$ cat config.mk
export PLATFORM = sky130hd
export DESIGN_NAME = date_string_validator_top
export DESIGN_NICKNAME = d
export VERILOG_FILES = /design/src/hdl/dsv_pkg.sv /design/src/hdl/dsv_parse.sv /design/src/hdl/dsv_queue.sv /design/src/hdl/dsv_check.sv /design/src/hdl/date_string_validator_top.sv
export VERILOG_INCLUDE_DIRS = /design/src /design/src/hdl
export SDC_FILE = /design/constraint.sdc
export NUM_CORES = 1
export LEC_CHECK = 0
export BUFFER_PORTS_ARGS = -buffer_cell sky130_fd_sc_hd__buf_4
export CAP_MARGIN = 20
export CORE_UTILIZATION = 64
export CTS_CLUSTER_SIZE = 16
export DETAILED_ROUTE_END_ITERATION = 16
export PLACE_DENSITY = 0.83
export SYNTH_ARGS = -nofsm -noshare
export SYNTH_HDL_FRONTEND = slang
export SYNTH_SLANG_ARGS = --single-unit
$ cat constraint.sdc
create_clock -name clock -period 8 [get_ports clock]
set_input_delay 0 -clock clock [delete_from_list [all_inputs] [get_ports clock]]
set_output_delay 0 -clock clock [all_outputs]
set_load 0.1 [all_outputs]
$ cat src/hdl/date_string_validator_top_assert.svh
// Assertion macros for the date string validator.
`ifndef DATE_STRING_VALIDATOR_TOP_ASSERT_SVH
`define DATE_STRING_VALIDATOR_TOP_ASSERT_SVH

// Same-cycle implication, disabled in reset.
`define DSV_ASSERT_IMPLY(lbl, clk, rst, ante, cons, msg) \
   lbl: assert property (@(posedge clk) disable iff (rst) (ante) |-> (cons)) \
      else $error(msg);

// Next-cycle implication, disabled in reset.
`define DSV_ASSERT_NEXT(lbl, clk, rst, ante, cons, msg) \
   lbl: assert property (@(posedge clk) disable iff (rst) (ante) |=> (cons)) \
      else $error(msg);

`endif

$ cat src/hdl/dsv_pkg.sv
// Shared types, constants and helper functions of the date string validator.
`timescale 1ns / 1ps
package dsv_pkg;

   localparam int QUEUE_DEPTH_DEFAULT = 2;

   localparam logic [7:0] CHAR_SLASH = 8'h2F;
   localparam logic [7:0] CHAR_ZERO  = 8'h30;
   localparam logic [7:0] CHAR_NINE  = 8'h39;

   localparam logic [1:0] FIELD_DAY   = 2'd0;
   localparam logic [1:0] FIELD_MONTH = 2'd1;
   localparam logic [1:0] FIELD_YEAR  = 2'd2;
   localparam logic [1:0] FIELD_DONE  = 2'd3;

   localparam logic [6:0]  DAY_CAP    = 7'd99;
   localparam logic [13:0] YEAR_CAP   = 14'd9999;
   localparam logic [4:0]  YEAR_CAP_MOD25 = 5'd24;

   localparam logic [13:0] PIVOT_NEW_MAX = 14'd18;
   localparam logic [13:0] PIVOT_OLD_MAX = 14'd99;
   localparam logic [13:0] CENTURY_NEW   = 14'd2000;
   localparam logic [13:0] CENTURY_OLD   = 14'd1900;

   localparam logic [6:0] MONTH_FEB = 7'd2;
   localparam logic [6:0] MONTH_APR = 7'd4;
   localparam logic [6:0] MONTH_JUN = 7'd6;
   localparam logic [6:0] MONTH_SEP = 7'd9;
   localparam logic [6:0] MONTH_NOV = 7'd11;
   localparam logic [6:0] MONTH_MAX = 7'd12;
   localparam logic [6:0] DAY_MAX_LONG  = 7'd31;
   localparam logic [6:0] DAY_MAX_SHORT = 7'd30;
   localparam logic [6:0] DAY_MAX_LEAP  = 7'd29;
   localparam logic [6:0] DAY_MAX_FEB   = 7'd28;

   // One parsed date on its way from the parser to the checker.
   typedef struct packed {
      logic [6:0]  day;
      logic [6:0]  month;
      logic [13:0] year;
      logic [4:0]  year_mod25;
   } date_rec_type;

   function automatic logic [6:0] acc_day(input logic [6:0] v, input logic [3:0] d);
      logic [9:0] n;
      n = ({3'b0, v} << 3) + ({3'b0, v} << 1) + {6'b0, d};
      acc_day = (n > {3'b0, DAY_CAP}) ? DAY_CAP : n[6:0];
   endfunction

   function automatic logic [13:0] acc_year(input logic [13:0] v, input logic [3:0] d);
      logic [16:0] n;
      n = ({3'b0, v} << 3) + ({3'b0, v} << 1) + {13'b0, d};
      acc_year = (n > {3'b0, YEAR_CAP}) ? YEAR_CAP : n[13:0];
   endfunction

   // (r*10 + d) mod 25, quotient by reciprocal 41/1024 (exact for t < 250)
   function automatic logic [4:0] step_mod25(input logic [4:0] r, input logic [3:0] d);
      logic [7:0]  t;
      logic [13:0] p;
      logic [3:0]  q;
      logic [7:0]  rem;
      t   = ({3'b0, r} << 3) + ({3'b0, r} << 1) + {4'b0, d};
      p   = {6'b0, t} * 14'd41;
      q   = p[13:10];
      rem = t - (({4'b0, q} << 4) + ({4'b0, q} << 3) + {4'b0, q});
      step_mod25 = rem[4:0];
   endfunction

endpackage

$ cat src/hdl/dsv_parse.sv
// Front end: splits the character stream into day, month and year fields.
`timescale 1ns / 1ps
module dsv_parse (
   input  logic                 clock,
   input  logic                 reset,
   input  logic                 beat_in,
   input  logic [7:0]           char_code,
   input  logic                 last_char,
   output logic                 rec_push,
   output dsv_pkg::date_rec_type rec
);
   import dsv_pkg::*;

   logic [1:0]  field_ff, field_in;
   logic [6:0]  day_ff, day_in;
   logic [6:0]  month_ff, month_in;
   logic [13:0] year_ff, year_in;
   logic [4:0]  ymod_ff, ymod_in;
   logic        ended_ff, ended_in;

   logic        is_slash;
   logic        is_digit;
   logic [3:0]  digit;
   logic [13:0] year_acc;

   assign is_slash = (char_code == CHAR_SLASH);
   assign is_digit = (char_code >= CHAR_ZERO) && (char_code <= CHAR_NINE);
   assign digit    = char_code[3:0];
   assign year_acc = acc_year(year_ff, digit);

   always_comb begin
      field_in = field_ff;
      day_in   = day_ff;
      month_in = month_ff;
      year_in  = year_ff;
      ymod_in  = ymod_ff;
      ended_in = ended_ff;
      if (field_ff != FIELD_DONE) begin
         priority if (is_slash) begin
            field_in = field_ff + 2'd1;
            ended_in = 1'b0;
         end else if (!ended_ff && is_digit) begin
            unique case (field_ff)
               FIELD_DAY:   day_in = acc_day(day_ff, digit);
               FIELD_MONTH: month_in = acc_day(month_ff, digit);
               default: begin
                  year_in = year_acc;
                  ymod_in = (year_acc == YEAR_CAP) ? YEAR_CAP_MOD25
                                                   : step_mod25(ymod_ff, digit);
               end
            endcase
         end else begin
            ended_in = 1'b1;
         end
      end
   end

   assign rec_push       = beat_in && last_char;
   assign rec.day        = day_in;
   assign rec.month      = month_in;
   assign rec.year       = year_in;
   assign rec.year_mod25 = ymod_in;

   always_ff @(posedge clock) begin
      if (reset || rec_push) begin
         field_ff <= FIELD_DAY;
         day_ff   <= '0;
         month_ff <= '0;
         year_ff  <= '0;
         ymod_ff  <= '0;
         ended_ff <= 1'b0;
      end else if (beat_in) begin
         field_ff <= field_in;
         day_ff   <= day_in;
         month_ff <= month_in;
         year_ff  <= year_in;
         ymod_ff  <= ymod_in;
         ended_ff <= ended_in;
      end
   end

endmodule

$ cat src/hdl/dsv_queue.sv
// Small queue of parsed dates between the parser and the checker.
`timescale 1ns / 1ps
module dsv_queue #(
   parameter int DEPTH = dsv_pkg::QUEUE_DEPTH_DEFAULT
) (
   input  logic                  clock,
   input  logic                  reset,
   input  logic                  push,
   input  dsv_pkg::date_rec_type wr_rec,
   output logic                  full,
   input  logic                  pop,
   output dsv_pkg::date_rec_type rd_rec,
   output logic                  empty
);
   import dsv_pkg::*;

   localparam int PTR_W = (DEPTH > 1) ? $clog2(DEPTH) : 1;
   localparam int CNT_W = $clog2(DEPTH + 1);

   date_rec_type     mem_ff [DEPTH];
   logic [PTR_W-1:0] wr_ptr_ff, wr_ptr_in;
   logic [PTR_W-1:0] rd_ptr_ff, rd_ptr_in;
   logic [CNT_W-1:0] count_ff, count_in;
   logic             do_push;
   logic             do_pop;

   assign full    = (count_ff == CNT_W'(DEPTH));
   assign empty   = (count_ff == '0);
   assign do_push = push && !full;
   assign do_pop  = pop && !empty;
   assign rd_rec  = mem_ff[rd_ptr_ff];

   always_comb begin
      wr_ptr_in = wr_ptr_ff;
      rd_ptr_in = rd_ptr_ff;
      count_in  = count_ff;
      if (do_push) begin
         wr_ptr_in = (wr_ptr_ff == PTR_W'(DEPTH - 1)) ? '0 : wr_ptr_ff + PTR_W'(1);
      end
      if (do_pop) begin
         rd_ptr_in = (rd_ptr_ff == PTR_W'(DEPTH - 1)) ? '0 : rd_ptr_ff + PTR_W'(1);
      end
      unique case ({do_push, do_pop})
         2'b10:   count_in = count_ff + CNT_W'(1);
         2'b01:   count_in = count_ff - CNT_W'(1);
         default: count_in = count_ff;
      endcase
   end

   always_ff @(posedge clock) begin
      if (do_push) begin
         mem_ff[wr_ptr_ff] <= wr_rec;
      end
   end

   always_ff @(posedge clock) begin
      if (reset) begin
         wr_ptr_ff <= '0;
         rd_ptr_ff <= '0;
         count_ff  <= '0;
      end else begin
         wr_ptr_ff <= wr_ptr_in;
         rd_ptr_ff <= rd_ptr_in;
         count_ff  <= count_in;
      end
   end

endmodule

$ cat src/hdl/dsv_check.sv
// Back end: year pivot, calendar check and the result register.
`timescale 1ns / 1ps
module dsv_check (
   input  logic                  clock,
   input  logic                  reset,
   input  dsv_pkg::date_rec_type rec,
   input  logic                  rec_avail,
   output logic                  rec_take,
   output logic                  rsp_empty,
   input  logic                  rsp_pop,
   output logic                  rsp_date_valid
);
   import dsv_pkg::*;

   logic        valid_ff;
   logic        data_ff, data_in;
   logic [13:0] year;
   logic        leap;
   logic [6:0]  day_max;

   always_comb begin
      priority if (rec.year <= PIVOT_NEW_MAX) begin
         year = rec.year + CENTURY_NEW;
      end else if (rec.year <= PIVOT_OLD_MAX) begin
         year = rec.year + CENTURY_OLD;
      end else begin
         year = rec.year;
      end
   end

   // pivot offsets are multiples of 25, so the tracked residue still holds
   assign leap = ((year[3:0] == 4'd0) && (rec.year_mod25 == 5'd0))
              || ((year[1:0] == 2'd0) && (rec.year_mod25 != 5'd0));

   always_comb begin
      priority if (rec.month == MONTH_FEB) begin
         day_max = leap ? DAY_MAX_LEAP : DAY_MAX_FEB;
      end else if (rec.month == MONTH_APR || rec.month == MONTH_JUN
                   || rec.month == MONTH_SEP || rec.month == MONTH_NOV) begin
         day_max = DAY_MAX_SHORT;
      end else begin
         day_max = DAY_MAX_LONG;
      end
      data_in = (rec.month != 7'd0) && (rec.month <= MONTH_MAX)
             && (rec.day != 7'd0) && (rec.day <= day_max);
   end

   assign rec_take       = rec_avail && (!valid_ff || rsp_pop);
   assign rsp_empty      = !valid_ff;
   assign rsp_date_valid = data_ff;

   always_ff @(posedge clock) begin
      if (reset) begin
         valid_ff <= 1'b0;
      end else if (rec_take) begin
         valid_ff <= 1'b1;
      end else if (rsp_pop) begin
         valid_ff <= 1'b0;
      end
   end

   always_ff @(posedge clock) begin
      if (rec_take) begin
         data_ff <= data_in;
      end
   end

endmodule

$ cat src/hdl/date_string_validator_top.sv
// Top level of the date string validator.
`timescale 1ns / 1ps
// Takes a d/m/y date string one character per beat and, on the beat marked
// last, queues that date for one validity flag. A character is taken every
// cycle while the queue has room. The parser hands each finished date to a
// QUEUE_DEPTH-entry queue on the edge that takes its last character. The
// checker registers the queue head as a result once its result register is
// empty or being popped. The input reports full only while that queue is full.
module date_string_validator_top #(
   parameter int QUEUE_DEPTH = dsv_pkg::QUEUE_DEPTH_DEFAULT
) (
   input  logic       clock,
   input  logic       reset,
   input  logic       req_push,
   output logic       req_full,
   input  logic [7:0] req_char_code,
   input  logic       req_last_char,
   output logic       rsp_empty,
   input  logic       rsp_pop,
   output logic       rsp_date_valid
);
   import dsv_pkg::*;
`include "date_string_validator_top_assert.svh"

   date_rec_type wr_rec;
   date_rec_type rd_rec;
   logic         beat_in;
   logic         q_push;
   logic         q_full;
   logic         q_empty;
   logic         q_pop;

   assign req_full = q_full;
   assign beat_in  = req_push && !q_full;

   dsv_parse u_parse (
      .clock     (clock),
      .reset     (reset),
      .beat_in   (beat_in),
      .char_code (req_char_code),
      .last_char (req_last_char),
      .rec_push  (q_push),
      .rec       (wr_rec)
   );

   dsv_queue #(
      .DEPTH (QUEUE_DEPTH)
   ) u_queue (
      .clock  (clock),
      .reset  (reset),
      .push   (q_push),
      .wr_rec (wr_rec),
      .full   (q_full),
      .pop    (q_pop),
      .rd_rec (rd_rec),
      .empty  (q_empty)
   );

   dsv_check u_check (
      .clock          (clock),
      .reset          (reset),
      .rec            (rd_rec),
      .rec_avail      (!q_empty),
      .rec_take       (q_pop),
      .rsp_empty      (rsp_empty),
      .rsp_pop        (rsp_pop),
      .rsp_date_valid (rsp_date_valid)
   );

   `DSV_ASSERT_NEXT(a_queue_drains, clock, reset, (!q_empty && rsp_empty), !rsp_empty, "queued date not moved to result")
   `DSV_ASSERT_IMPLY(a_result_kept, clock, reset, $rose(rsp_empty), $past(rsp_pop), "result dropped without pop")
   `DSV_ASSERT_NEXT(a_last_queued, clock, reset, (beat_in && req_last_char && q_empty && rsp_empty), !q_empty, "last char produced no date")

endmodule

==> results_dict.tcl, run 1 <==
set metrics [dict create \
    dieHeight_um 109.8 \
    arrival_ps 6520 \
    ys_ff_latch 109 \
    place_ws_ps 1549 \
    fin_util_pct 72.27 \
    startpoint "u_parse.ymod_ff[0]$_SDFFE_PP0P_" \
    drtAntennaViolNets 0 \
    drtIter0Drc 471 \
    finalWirelength_um 16550 \
    numClockSinks 109 \
    p_clk_share_pct 33.0 \
    vias 5783 \
    clk_path_buf_depth 2 \
    hold_viol 0 \
    cts_root_buffer "clkbuf_16" \
    grt_start_max_net_pins 34 \
    diodes 0 \
    cts_resized 0 \
    cp-end-kind "flip-flop" \
    synthFlopType "edfxtp_1" \
    seq_area_um2 2853 \
    p_int_uw 1013 \
    avgSynthCellArea_um2 10.26 \
    clk_pin_slew_ps 70 \
    hp-class "in2reg" \
    fp.coreArea_um2 11080 \
    vias_per_cell 6.579 \
    track_usage_pct 29.67 \
    path_max_fanout 7 \
    pwr-share-comb_pct 21.6 \
    dr.pass1.iters 5 \
    required_ps 8080 \
    fill_cells 803 \
    max_slew_margin_pct 35.41 \
    r2r-start "u_parse.ymod_ff[0]$_SDFFE_PP0P_" \
    finalSetupViolCount 0 \
    critical_path_class "reg2reg" \
    dpl_cell_area_um2 7672 \
    fp.dieW_um 109.8 \
    hpwl_um 11990 \
    p_sw_uw 425.2 \
    start_kind "flip-flop" \
    yosysUniqueCellTypes 67 \
    peakVddDrop_uv 210.8 \
    power.density_nw_per_um2 179.7 \
    numCtsBuffers 9 \
    timing.final.ws_setup_ps 1558 \
    first_global_vias 5836 \
    max_freq_ghz 0.1552 \
    maxCapViolations 0 \
    timing.rr.end "u_queue.mem_ff[0][4]$_DFFE_PP_" \
    cts_tree "yes" \
    rrSetupSlack_ps 1560 \
    cts-htree-levels 3 \
    netlist_instances 724 \
    fin_crit_sh_pct 80.52 \
    detail_route.wl_per_cell_um 18.82 \
    multi_input_area_um2 4344 \
    period_minus_slack_ps 6442 \
    seq_area_frac_synth_pct 38.39 \
    area_delta_synth_final_pct 7.745 \
    synth_area_um2 7431 \
    setup_tns_ps 0 \
    layout-drive-gt1-share_pct 8.390 \
    clock_latency_ps 350 \
    fin_nets 860 \
    yosysWarnings 0 \
    synth_edf_count 67 \
    p_leak_uw 0.003506 \
    port_buffers 15 \
    grt_setup_unrepaired "no" \
    io_pins 16 \
    num_rows 38 \
    grt_overflow 0 \
    stdcell_area_um2 8006 \
    netSwitchingFraction_pct 29.56 \
    fin_worst_skew_ps 6.765 \
    crit_path_end "u_queue.mem_ff[0][4]$_DFFE_PP_" \
    outcome "finished clean" \
    place_congestion 0.8568 \
    die_area_um2 12050 \
    seq_power_share_pct 45.4 \
    grt_antenna_before_repair 0 \
    reg2reg_depth 25 \
    start_util_pct 67.08 \
    syn_nets 850 \
    holdCritStartpoint "req_char_code[0]" \
    tightest_slew_ps 968.9 \
    synth-async-reset-ratio_pct 0 \
    drc 0 \
    grt_pass1_wl_um 27310 \
    slew_violations 0 \
]
-- metrics by stage --
stage | hold slack [ps] | total power [µW] | cells
final | 107.8 | 1438 | 879
after global routing | 104.4 | 1485 | 879
after floorplan | 203.6 | 889.9 | 724
after global placement | 230.6 | 949.8 | 861
after detailed placement | 232.0 | 966.7 | 861
after CTS | 95.10 | 1438 | 879
-- sequential cells by signal, summed over array words and instances (netlist names), 2 cells and up, named ones only --
name and count:
u_parse.field_ff 2, u_queue.count_ff 2, u_parse.month_ff 7, u_queue.mem_ff 66, u_parse.year_ff 14, u_parse.ymod_ff 5, u_parse.day_ff 7
-- worst min-delay path by stage --
stage,cells past startpoint,endpoint,slack [ps]
2_1_floorplan,2,u_check.valid_ff$_SDFFE_PP0P_,200
3_3_place_gp,2,u_check.valid_ff$_SDFFE_PP0P_,230
4_1_cts,2,u_parse.year_ff[0]$_SDFFE_PP0P_,100
6_report,2,u_parse.year_ff[0]$_SDFFE_PP0P_,110
3_5_place_dp,2,u_check.valid_ff$_SDFFE_PP0P_,230
5_1_grt,2,u_parse.year_ff[0]$_SDFFE_PP0P_,100
-- routing by layer --
metal,global-route usage (%),part of all wire (%),wire length [µm],vias up
met5,0,0,0,-
met1,35.64,41,6764,2815
li1,-,-,-,2728
met3,4.683,6.1,1009,36
met4,13.52,2.3,383,0
met2,52.16,51,8389,204
-- power groups by stage --
stage / logic [µW] / clock network, µW / registers, µW
4_1_cts: 310 / 476 / 653
6_report: 310 / 475 / 653
5_1_grt: 335 / 494 / 656
3_5_place_dp: 302 / 0 / 665
2_1_floorplan: 211 / 0 / 679
3_3_place_gp: 287 / 0 / 663
-- logic make-up after synthesis --
| kind of cell | synth area share [%] |
|---|---|
| multiplexers | 2.122 |
| AND/OR/NAND/NOR | 13.40 |
| buffers and inverters | 3.317 |
| XOR/XNOR | 5.657 |
| AO/OA/AOI/OAI | 17.07 |
| flip-flops | 38.39 |
| adder cells (fa/ha/maj) | 20.04 |
-- layout by cell type (no fill, tap or decap), drive strengths merged, types with 3 or more instances in the layout --
master | Yosys | layout
a21o | 15 | 15
a21oi | 45 | 45
a22o | 3 | 3
a31oi | 13 | 13
and2 | 5 | 5
and3 | 7 | 7
buf | 6 | 21
clkbuf | 18 | 10
dfxtp | 42 | 42
edfxtp | 67 | 67
fa | 10 | 10
ha | 103 | 103
inv | 38 | 39
mux2 | 6 | 6
mux2i | 9 | 9
nand2 | 42 | 42
nand2b | 11 | 11
nand3 | 23 | 23
nand4 | 10 | 10
nand4b | 4 | 4
nor2 | 45 | 45
nor2b | 3 | 3
nor3 | 17 | 17
nor3b | 4 | 4
nor4 | 9 | 9
o211ai | 3 | 3
o21ai | 48 | 48
o21bai | 5 | 5
o221a | 7 | 7
o22a | 11 | 11
o31ai | 8 | 8
or3 | 6 | 6
xnor2 | 31 | 31
xor2 | 17 | 17
-- layout make-up --
class,instances,area share (%)
Clock buffer,10,2.860
Clock inverter,6,1.063
Inverter,38,1.782
Multi-Input combinational cell,553,54.26
Sequential cell,109,35.63
Tap cell,140,2.188
Timing Repair Buffer,23,2.219
-- cells in the mapped netlist, drive strengths merged (8+ instances only) --
cell | n | area, µm²
nand2 | 42 | 157.7
nand3 | 23 | 125.1
nor4 | 9 | 71.32
nor2 | 45 | 168.9
dfxtp | 42 | 840.8
o21ai | 48 | 244.0
nor3 | 17 | 85.08
a21o | 15 | 112.6
fa | 10 | 200.2
xnor2 | 31 | 271.5
o31ai | 8 | 90.08
a31oi | 13 | 81.33
mux2i | 9 | 90.09
edfxtp | 67 | 2012
o22a | 11 | 96.34
nand2b | 11 | 68.82
clkbuf | 18 | 67.56
inv | 38 | 142.6
nand4 | 10 | 62.56
a21oi | 45 | 236.5
ha | 103 | 1289
xor2 | 17 | 148.9
-- what timing repair did --
action                                  in CTS  in global routing
hold buffers                                 2                  0
endpoints found under the setup margin       0                  0
endpoints found under the hold margin        6                  0
setup buffers                                0                  0
-- critical path, cell delays in order (launching register included) --
cell	delay (ps)
dfxtp_1	420
fa_1	500
fa_1	470
xor2_1	380
ha_1	310
ha_1	330
xor2_1	180
ha_1	330
ha_1	310
and4_1	190
a41oi_1	190
o21ai_0	140
a31oi_1	270
nor2b_1	90
o21ai_0	150
nand2b_1	80
xnor2_1	120
ha_1	270
ha_1	270
inv_1	40
ha_1	370
a21oi_1	190
xnor2_1	150
xnor2_1	150
xnor2_1	160
a31oi_1	120
No activity file was read; power rests on OpenSTA's default activity.
==> inputs of run 2 (changes only) <==
--- a/config.mk
+++ b/config.mk
@@ -6,6 +6,7 @@
 export SDC_FILE = /design/constraint.sdc
 export NUM_CORES = 1
 export LEC_CHECK = 0
+export ABC_AREA = 1
 export BUFFER_PORTS_ARGS = -buffer_cell sky130_fd_sc_hd__buf_4
 export CAP_MARGIN = 20
 export CORE_UTILIZATION = 64
==> constraint.sdc (replaced) <==
create_clock -name clock -period 6.5 [get_ports clock]
set_input_delay 0 -clock clock [delete_from_list [all_inputs] [get_ports clock]]
set_output_delay 0 -clock clock [all_outputs]
set_load 0.1 [all_outputs]
==> run 2 against run 1 <==
Sequential cell count unchanged. Setup slack got worse by 1200 ps. Sequential power is 37% higher. Combinational power grew to 4.4 times the previous value. Clock power increased by 25%. Clock skew grew 2.4 ps. Critical endpoint unchanged. Total power increased by 98%. Area after synthesis increased by 6.9%.
==> results_dict.tcl, run 2 <==
set metrics [dict create \
    fin_crit_sh_pct 94.93 \
    cts-htree-levels 3 \
    yosysWarnings 0 \
    timing.final.ws_setup_ps 329.5 \
    period_minus_slack_ps 6170 \
    dpl_cell_area_um2 8183 \
    p_leak_uw 0.004462 \
    numCtsBuffers 9 \
    stdcell_area_um2 8557 \
    finalWirelength_um 16210 \
    fill_cells 937 \
    final_cell_mix "nand2_1 (222), inv_1 (168), ha_1 (103), nor2_1 (85), edfxtp_1 (67)" \
    reg2reg_depth 31 \
    slew_violations 0 \
    power.density_nw_per_um2 332.8 \
    fin_nets 1132 \
    finalSetupViolCount 0 \
    netlist_instances 991 \
    hp-class "in2reg" \
    required_ps 6600 \
    fp.coreArea_um2 12060 \
    drtAntennaViolNets 0 \
    io_pins 16 \
    slowest_delay_ps 490 \
    first_global_vias 5873 \
    drtIter0Drc 528 \
    seq_area_frac_synth_pct 35.91 \
    port_buffers 15 \
    crit_family "adder cells" \
    area_delta_synth_final_pct 7.701 \
    max_slew_margin_pct 38.63 \
    start_util_pct 65.87 \
    timing.rr.end "u_queue.mem_ff[0][4]$_DFFE_PP_" \
    synth_edf_count 67 \
    synth_area_um2 7945 \
    dieHeight_um 113.4 \
    grt_pass1_wl_um 26480 \
    crit_buf_inv 2 \
    cts_root_buffer "clkbuf_16" \
    vias 6363 \
    max_freq_ghz 0.1621 \
    synth_top_cell_area_share_pct 25.32 \
    whs_ps 33.10 \
    hold_viol 0 \
    maxCapViolations 0 \
    synthTopCellsByCount "nand2_1 (222), inv_1 (168), ha_1 (103)" \
    synthFlopType "edfxtp_1" \
    clk_pin_slew_ps 70 \
    holdCritStartpoint "req_char_code[4]" \
    die_area_um2 12860 \
    yosys-top-cells-area "edfxtp_1 (25%), ha_1 (16%), dfxtp_1 (11%), nand2_1 (10%), inv_1 (7.9%)" \
    outcome "finished clean" \
    cp-end-kind "flip-flop" \
    largest_reg_flops 66 \
    detail_route.wl_per_cell_um 13.74 \
    cts_tree "yes" \
    hpwl_um 12180 \
    tightest_slew_ps 920.5 \
    cpMostUsedCell "nand2_1" \
    layout-drive-gt1-share_pct 7.418 \
    track_usage_pct 26.10 \
    num_rows 40 \
    path_max_fanout 4 \
    slowest_stage "fa_1" \
    layout_commonest_cell "nand2_1" \
    peakVddDrop_uv 245.0 \
    grt_start_max_net_pins 54 \
    place_ws_ps 220.4 \
    critical_path_class "reg2reg" \
    diodes 0 \
    synth.most_common_cell "nand2_1" \
    syn_nets 1117 \
    grt_overflow 0 \
    top_regs "u_queue.mem_ff: 66 flops, u_parse.year_ff: 14 flops" \
    grt_antenna_before_repair 0 \
    dr.pass1.iters 5 \
    place_congestion 0.8497 \
    whs_endpoint "u_parse.field_ff[0]$_SDFFE_PP0P_" \
    numClockSinks 109 \
    clk_path_buf_depth 2 \
    vias_per_cell 5.397 \
    start_kind "flip-flop" \
    clock_latency_ps 350 \
    fin_worst_skew_ps 9.167 \
    r2r-start "u_parse.ymod_ff[0]$_SDFFE_PP0P_" \
    yosys.area.top_type "edfxtp_1" \
    synth-async-reset-ratio_pct 0 \
    rrSetupSlack_ps 330 \
    avgSynthCellArea_um2 8.017 \
    arrival_ps 6270 \
    top_register "u_queue.mem_ff" \
    drc 0 \
    fp.dieW_um 113.4 \
    hold_depth 4 \
    ys_ff_latch 109 \
    yosysUniqueCellTypes 50 \
]
[run 2: worst max-delay path by stage]
stage                                    startpoint                               to  slack (ps)  depth (start not counted)
floorplan           u_parse.ymod_ff[0]$_SDFFE_PP0P_   u_queue.mem_ff[0][4]$_DFFE_PP_         670                         30
detailed placement  u_parse.ymod_ff[0]$_SDFFE_PP0P_   u_queue.mem_ff[1][4]$_DFFE_PP_         220                         30
finish              u_parse.ymod_ff[0]$_SDFFE_PP0P_   u_queue.mem_ff[0][4]$_DFFE_PP_         330                         31
global placement    u_parse.ymod_ff[0]$_SDFFE_PP0P_   u_queue.mem_ff[0][4]$_DFFE_PP_         460                         30
global route        u_parse.ymod_ff[0]$_SDFFE_PP0P_  u_parse.ymod_ff[4]$_SDFFE_PP0P_         -30                         33
CTS                 u_parse.ymod_ff[0]$_SDFFE_PP0P_   u_queue.mem_ff[1][4]$_DFFE_PP_         200                         30
[run 2: cell type report]
type / count / area (µm²) / area share (%)
Multi-Input combinational cell: 693 / 4357 / 50.91
Timing Repair Buffer: 20 / 155.1 / 1.813
Tap cell: 168 / 210.2 / 2.457
Inverter: 173 / 649.4 / 7.589
Sequential cell: 109 / 2855 / 33.37
Clock buffer: 9 / 225.2 / 2.632
Clock inverter: 7 / 105.1 / 1.228
[run 2: timing repair]
action	CTS	global route
setup endpoints to repair	0	3
setup buffers	0	1
hold endpoints to repair	4	0
hold buffers	2	0
gates resized for setup	0	5
[run 2: power by group]
group	switching, µW	internal (µW)
Clock	252	343
Sequential	69.4	823
Combinational	851	509
Total	1170	1680
[run 2: kinds of logic after synthesis]
| group | Yosys count | synth area share (%) |
|---|---|---|
| flip-flops | 109 | 35.91 |
| buffers and inverters | 189 | 9.496 |
| XOR/XNOR | 23 | 2.535 |
| multiplexers | 9 | 1.134 |
| AND/OR/NAND/NOR | 409 | 22.13 |
| adder cells (fa/ha/maj) | 113 | 18.74 |
| AO/OA/AOI/OAI | 139 | 10.06 |
[run 2: worst register-to-register path: cells and delay by family, from the launching register on]
family                     cells  cell delay (ps)
AOI/OAI and AO/OA              7             1120
adders and majority gates      9             3030
DFF                            1              380
buffers and inverters          2              130
xor gates and xnor gates       3              430
and+or+nand+nor               10              840
[run 2: metal layers]
layer	vias to the layer above	global-route usage (%)	share of wire, %
li1	3298	-	-
met1	2914	33.06	45
met2	133	45.77	49
met3	18	3.985	4.2
met4	0	8.684	1.7
met5	-	0	0
[run 2: through the flow]
step	total power, µW	std cells	utilization (%)	setup TNS, ps
2_1_floorplan	1952	991	-	0
3_3_place_gp	2173	1160	67.84	0
3_5_place_dp	2229	1160	67.84	0
4_1_cts	2832	1178	70.75	0
5_1_grt	3074	1179	70.94	-79.77
6_report	2848	1179	70.94	0
==> inputs of run 3 (changes only) <==
--- a/config.mk
+++ b/config.mk
@@ -9,10 +9,9 @@
 export ABC_AREA = 1
 export BUFFER_PORTS_ARGS = -buffer_cell sky130_fd_sc_hd__buf_4
 export CAP_MARGIN = 20
-export CORE_UTILIZATION = 64
-export CTS_CLUSTER_SIZE = 16
+export CORE_UTILIZATION = 35
 export DETAILED_ROUTE_END_ITERATION = 16
-export PLACE_DENSITY = 0.83
+export PLACE_DENSITY = 0.52
 export SYNTH_ARGS = -nofsm -noshare
 export SYNTH_HDL_FRONTEND = slang
 export SYNTH_SLANG_ARGS = --single-unit
==> run 3 against run 2 <==
The flow now finishes with violations (DRC). Sequential share of layout area is 0.40 points lower. Sequential power is 2% lower. Count of clock-buffer cells in the layout is 2 higher. Combinational power hardly changed. Utilization is 32 points lower. Via count is 3.9% lower. Critical path type unchanged. Largest power group unchanged.
==> results_dict.tcl, run 3 (synthesis gave the netlist of run 2 again) <==
set metrics [dict create \
    fin_nets 1134 \
    clock_latency_ps 340 \
    die_area_um2 23310 \
    critical_path_class "reg2reg" \
    max_slew_margin_pct 31.50 \
    port_buffers 15 \
    layout_commonest_cell "nand2_1" \
    setup_tns_ps 0 \
    clk_pin_slew_ps 70 \
    outcome "finished with violations" \
    area_delta_synth_final_pct 9.055 \
    peakVddDrop_uv 129.8 \
    instances_no_fill 1293 \
    diodes 0 \
    detail_route.wl_per_cell_um 13.05 \
    track_usage_pct 15.25 \
    place_congestion 0.8001 \
    tightest_slew_ps 1025 \
    fin_util_pct 39.34 \
    rrSetupSlack_ps 520 \
    fp.coreArea_um2 22030 \
    grt_start_max_net_pins 54 \
    io_pins 16 \
    grt_overflow 0 \
    path_max_fanout 4 \
    period_minus_slack_ps 5976 \
    hold_depth 4 \
    drtIter0Drc 243 \
    num_rows 54 \
    dr.pass1.iters 11 \
    slew_violations 0 \
    power.density_nw_per_um2 316.5 \
    largest_reg_flops 66 \
    dpl_cell_area_um2 8338 \
    maxCapViolations 0 \
    clk_path_buf_depth 2 \
    finalWirelength_um 16880 \
    start_util_pct 36.07 \
    numClockSinks 109 \
    drc 2 \
    r2r-start "u_parse.ymod_ff[0]$_SDFFE_PP0P_" \
    drtAntennaViolNets 0 \
    vias_per_cell 4.729 \
    hold_viol 0 \
    dieHeight_um 152.7 \
    finalSetupViolCount 0 \
    cts_root_buffer "clkbuf_16" \
    holdCritStartpoint "req_char_code[4]" \
    grt_setup_unrepaired "no" \
    timing.rr.end "u_queue.mem_ff[1][4]$_DFFE_PP_" \
    fin_crit_sh_pct 91.93 \
    top_regs "u_queue.mem_ff: 66 flops, u_parse.year_ff: 14 flops" \
    fp.dieW_um 152.7 \
    grt_pass1_wl_um 29170 \
    final_cell_mix "nand2_1 (222), inv_1 (168), ha_1 (103), nor2_1 (85), edfxtp_1 (67)" \
    cts_tree "yes" \
    dp.cells 1274 \
    slowest_delay_ps 480 \
    p_leak_uw 0.004449 \
    fin_worst_skew_ps 7.259 \
    grt_antenna_before_repair 0 \
    max_freq_ghz 0.1673 \
    start_kind "flip-flop" \
    violations "DRC" \
    first_global_vias 5996 \
    stdcell_area_um2 8665 \
    numCtsBuffers 9 \
    hpwl_um 13100 \
    slowest_stage "fa_2" \
    required_ps 6580 \
    cts-htree-levels 3 \
    cpMostUsedCell "ha_1" \
    whs_endpoint "u_parse.field_ff[0]$_SDFFE_PP0P_" \
    top_register "u_queue.mem_ff" \
    cp-end-kind "flip-flop" \
    vias 6115 \
    arrival_ps 6060 \
    reg2reg_depth 30 \
    layout-drive-gt1-share_pct 7.700 \
    hp-class "in2reg" \
]
[run 3: worst max path at each step]
stage                                                 to                       startpoint  cells after the start
after floorplan           u_queue.mem_ff[0][4]$_DFFE_PP_  u_parse.ymod_ff[0]$_SDFFE_PP0P_                     30
after global routing      u_queue.mem_ff[1][4]$_DFFE_PP_  u_parse.ymod_ff[0]$_SDFFE_PP0P_                     30
final                     u_queue.mem_ff[1][4]$_DFFE_PP_  u_parse.ymod_ff[0]$_SDFFE_PP0P_                     30
after CTS                 u_queue.mem_ff[1][4]$_DFFE_PP_  u_parse.ymod_ff[0]$_SDFFE_PP0P_                     30
after global placement    u_queue.mem_ff[0][4]$_DFFE_PP_  u_parse.ymod_ff[0]$_SDFFE_PP0P_                     30
after detailed placement  u_queue.mem_ff[0][4]$_DFFE_PP_  u_parse.ymod_ff[0]$_SDFFE_PP0P_                     30
[run 3: final cells by class]
class | instances | area (µm²)
Tap cell | 280 | 350.3
Timing Repair Buffer | 22 | 170.2
Fill cell | 2323 | 13360
Multi-Input combinational cell | 693 | 4363
Inverter | 173 | 649.4
Clock inverter | 5 | 42.54
Sequential cell | 109 | 2856
Clock buffer | 11 | 232.7
[run 3: power by group]
| group | internal (µW) | total (µW) | switching (µW) |
|---|---|---|---|
| sequential | 824 | 875 | 51.7 |
| combinational | 502 | 1350 | 852 |
| clock | 265 | 513 | 247 |
| total | 1590 | 2740 | 1150 |
[run 3: through the flow]
stage	hold slack, ps	total power (µW)	worst slack, ps
4_1_cts	37.67	2767	238.0
6_report	38.15	2742	524.3
5_1_grt	64.09	3012	41.26
3_5_place_dp	173.5	2248	251.0
3_3_place_gp	172.0	2240	393.6
2_1_floorplan	72.38	1952	674.3
[run 3: timing repair]
action                     CTS  global route
hold endpoints to repair     4             0
setup buffers                0             1
hold buffers                 2             0
setup endpoints to repair    0             3
gates resized for setup      0             8
[run 3: critical path, delay by kind of cell (launching register included)]
kind | cells | cell delay, ps
adder cells (fa/ha/maj) | 9 | 2930
AO/OA/AOI/OAI | 7 | 1030
AND/OR/NAND/NOR | 9 | 770
XOR/XNOR | 3 | 470
flip-flops | 1 | 370
buffers and inverters | 2 | 130
[run 3: routing by layer]
metal	global-route usage [%]	vias to the layer above	part of all wire, %
li1	-	3303	-
met1	20.68	2753	50
met2	25.99	47	47
met3	1.394	12	2.2
met4	3.848	0	1.2
met5	0	-	0
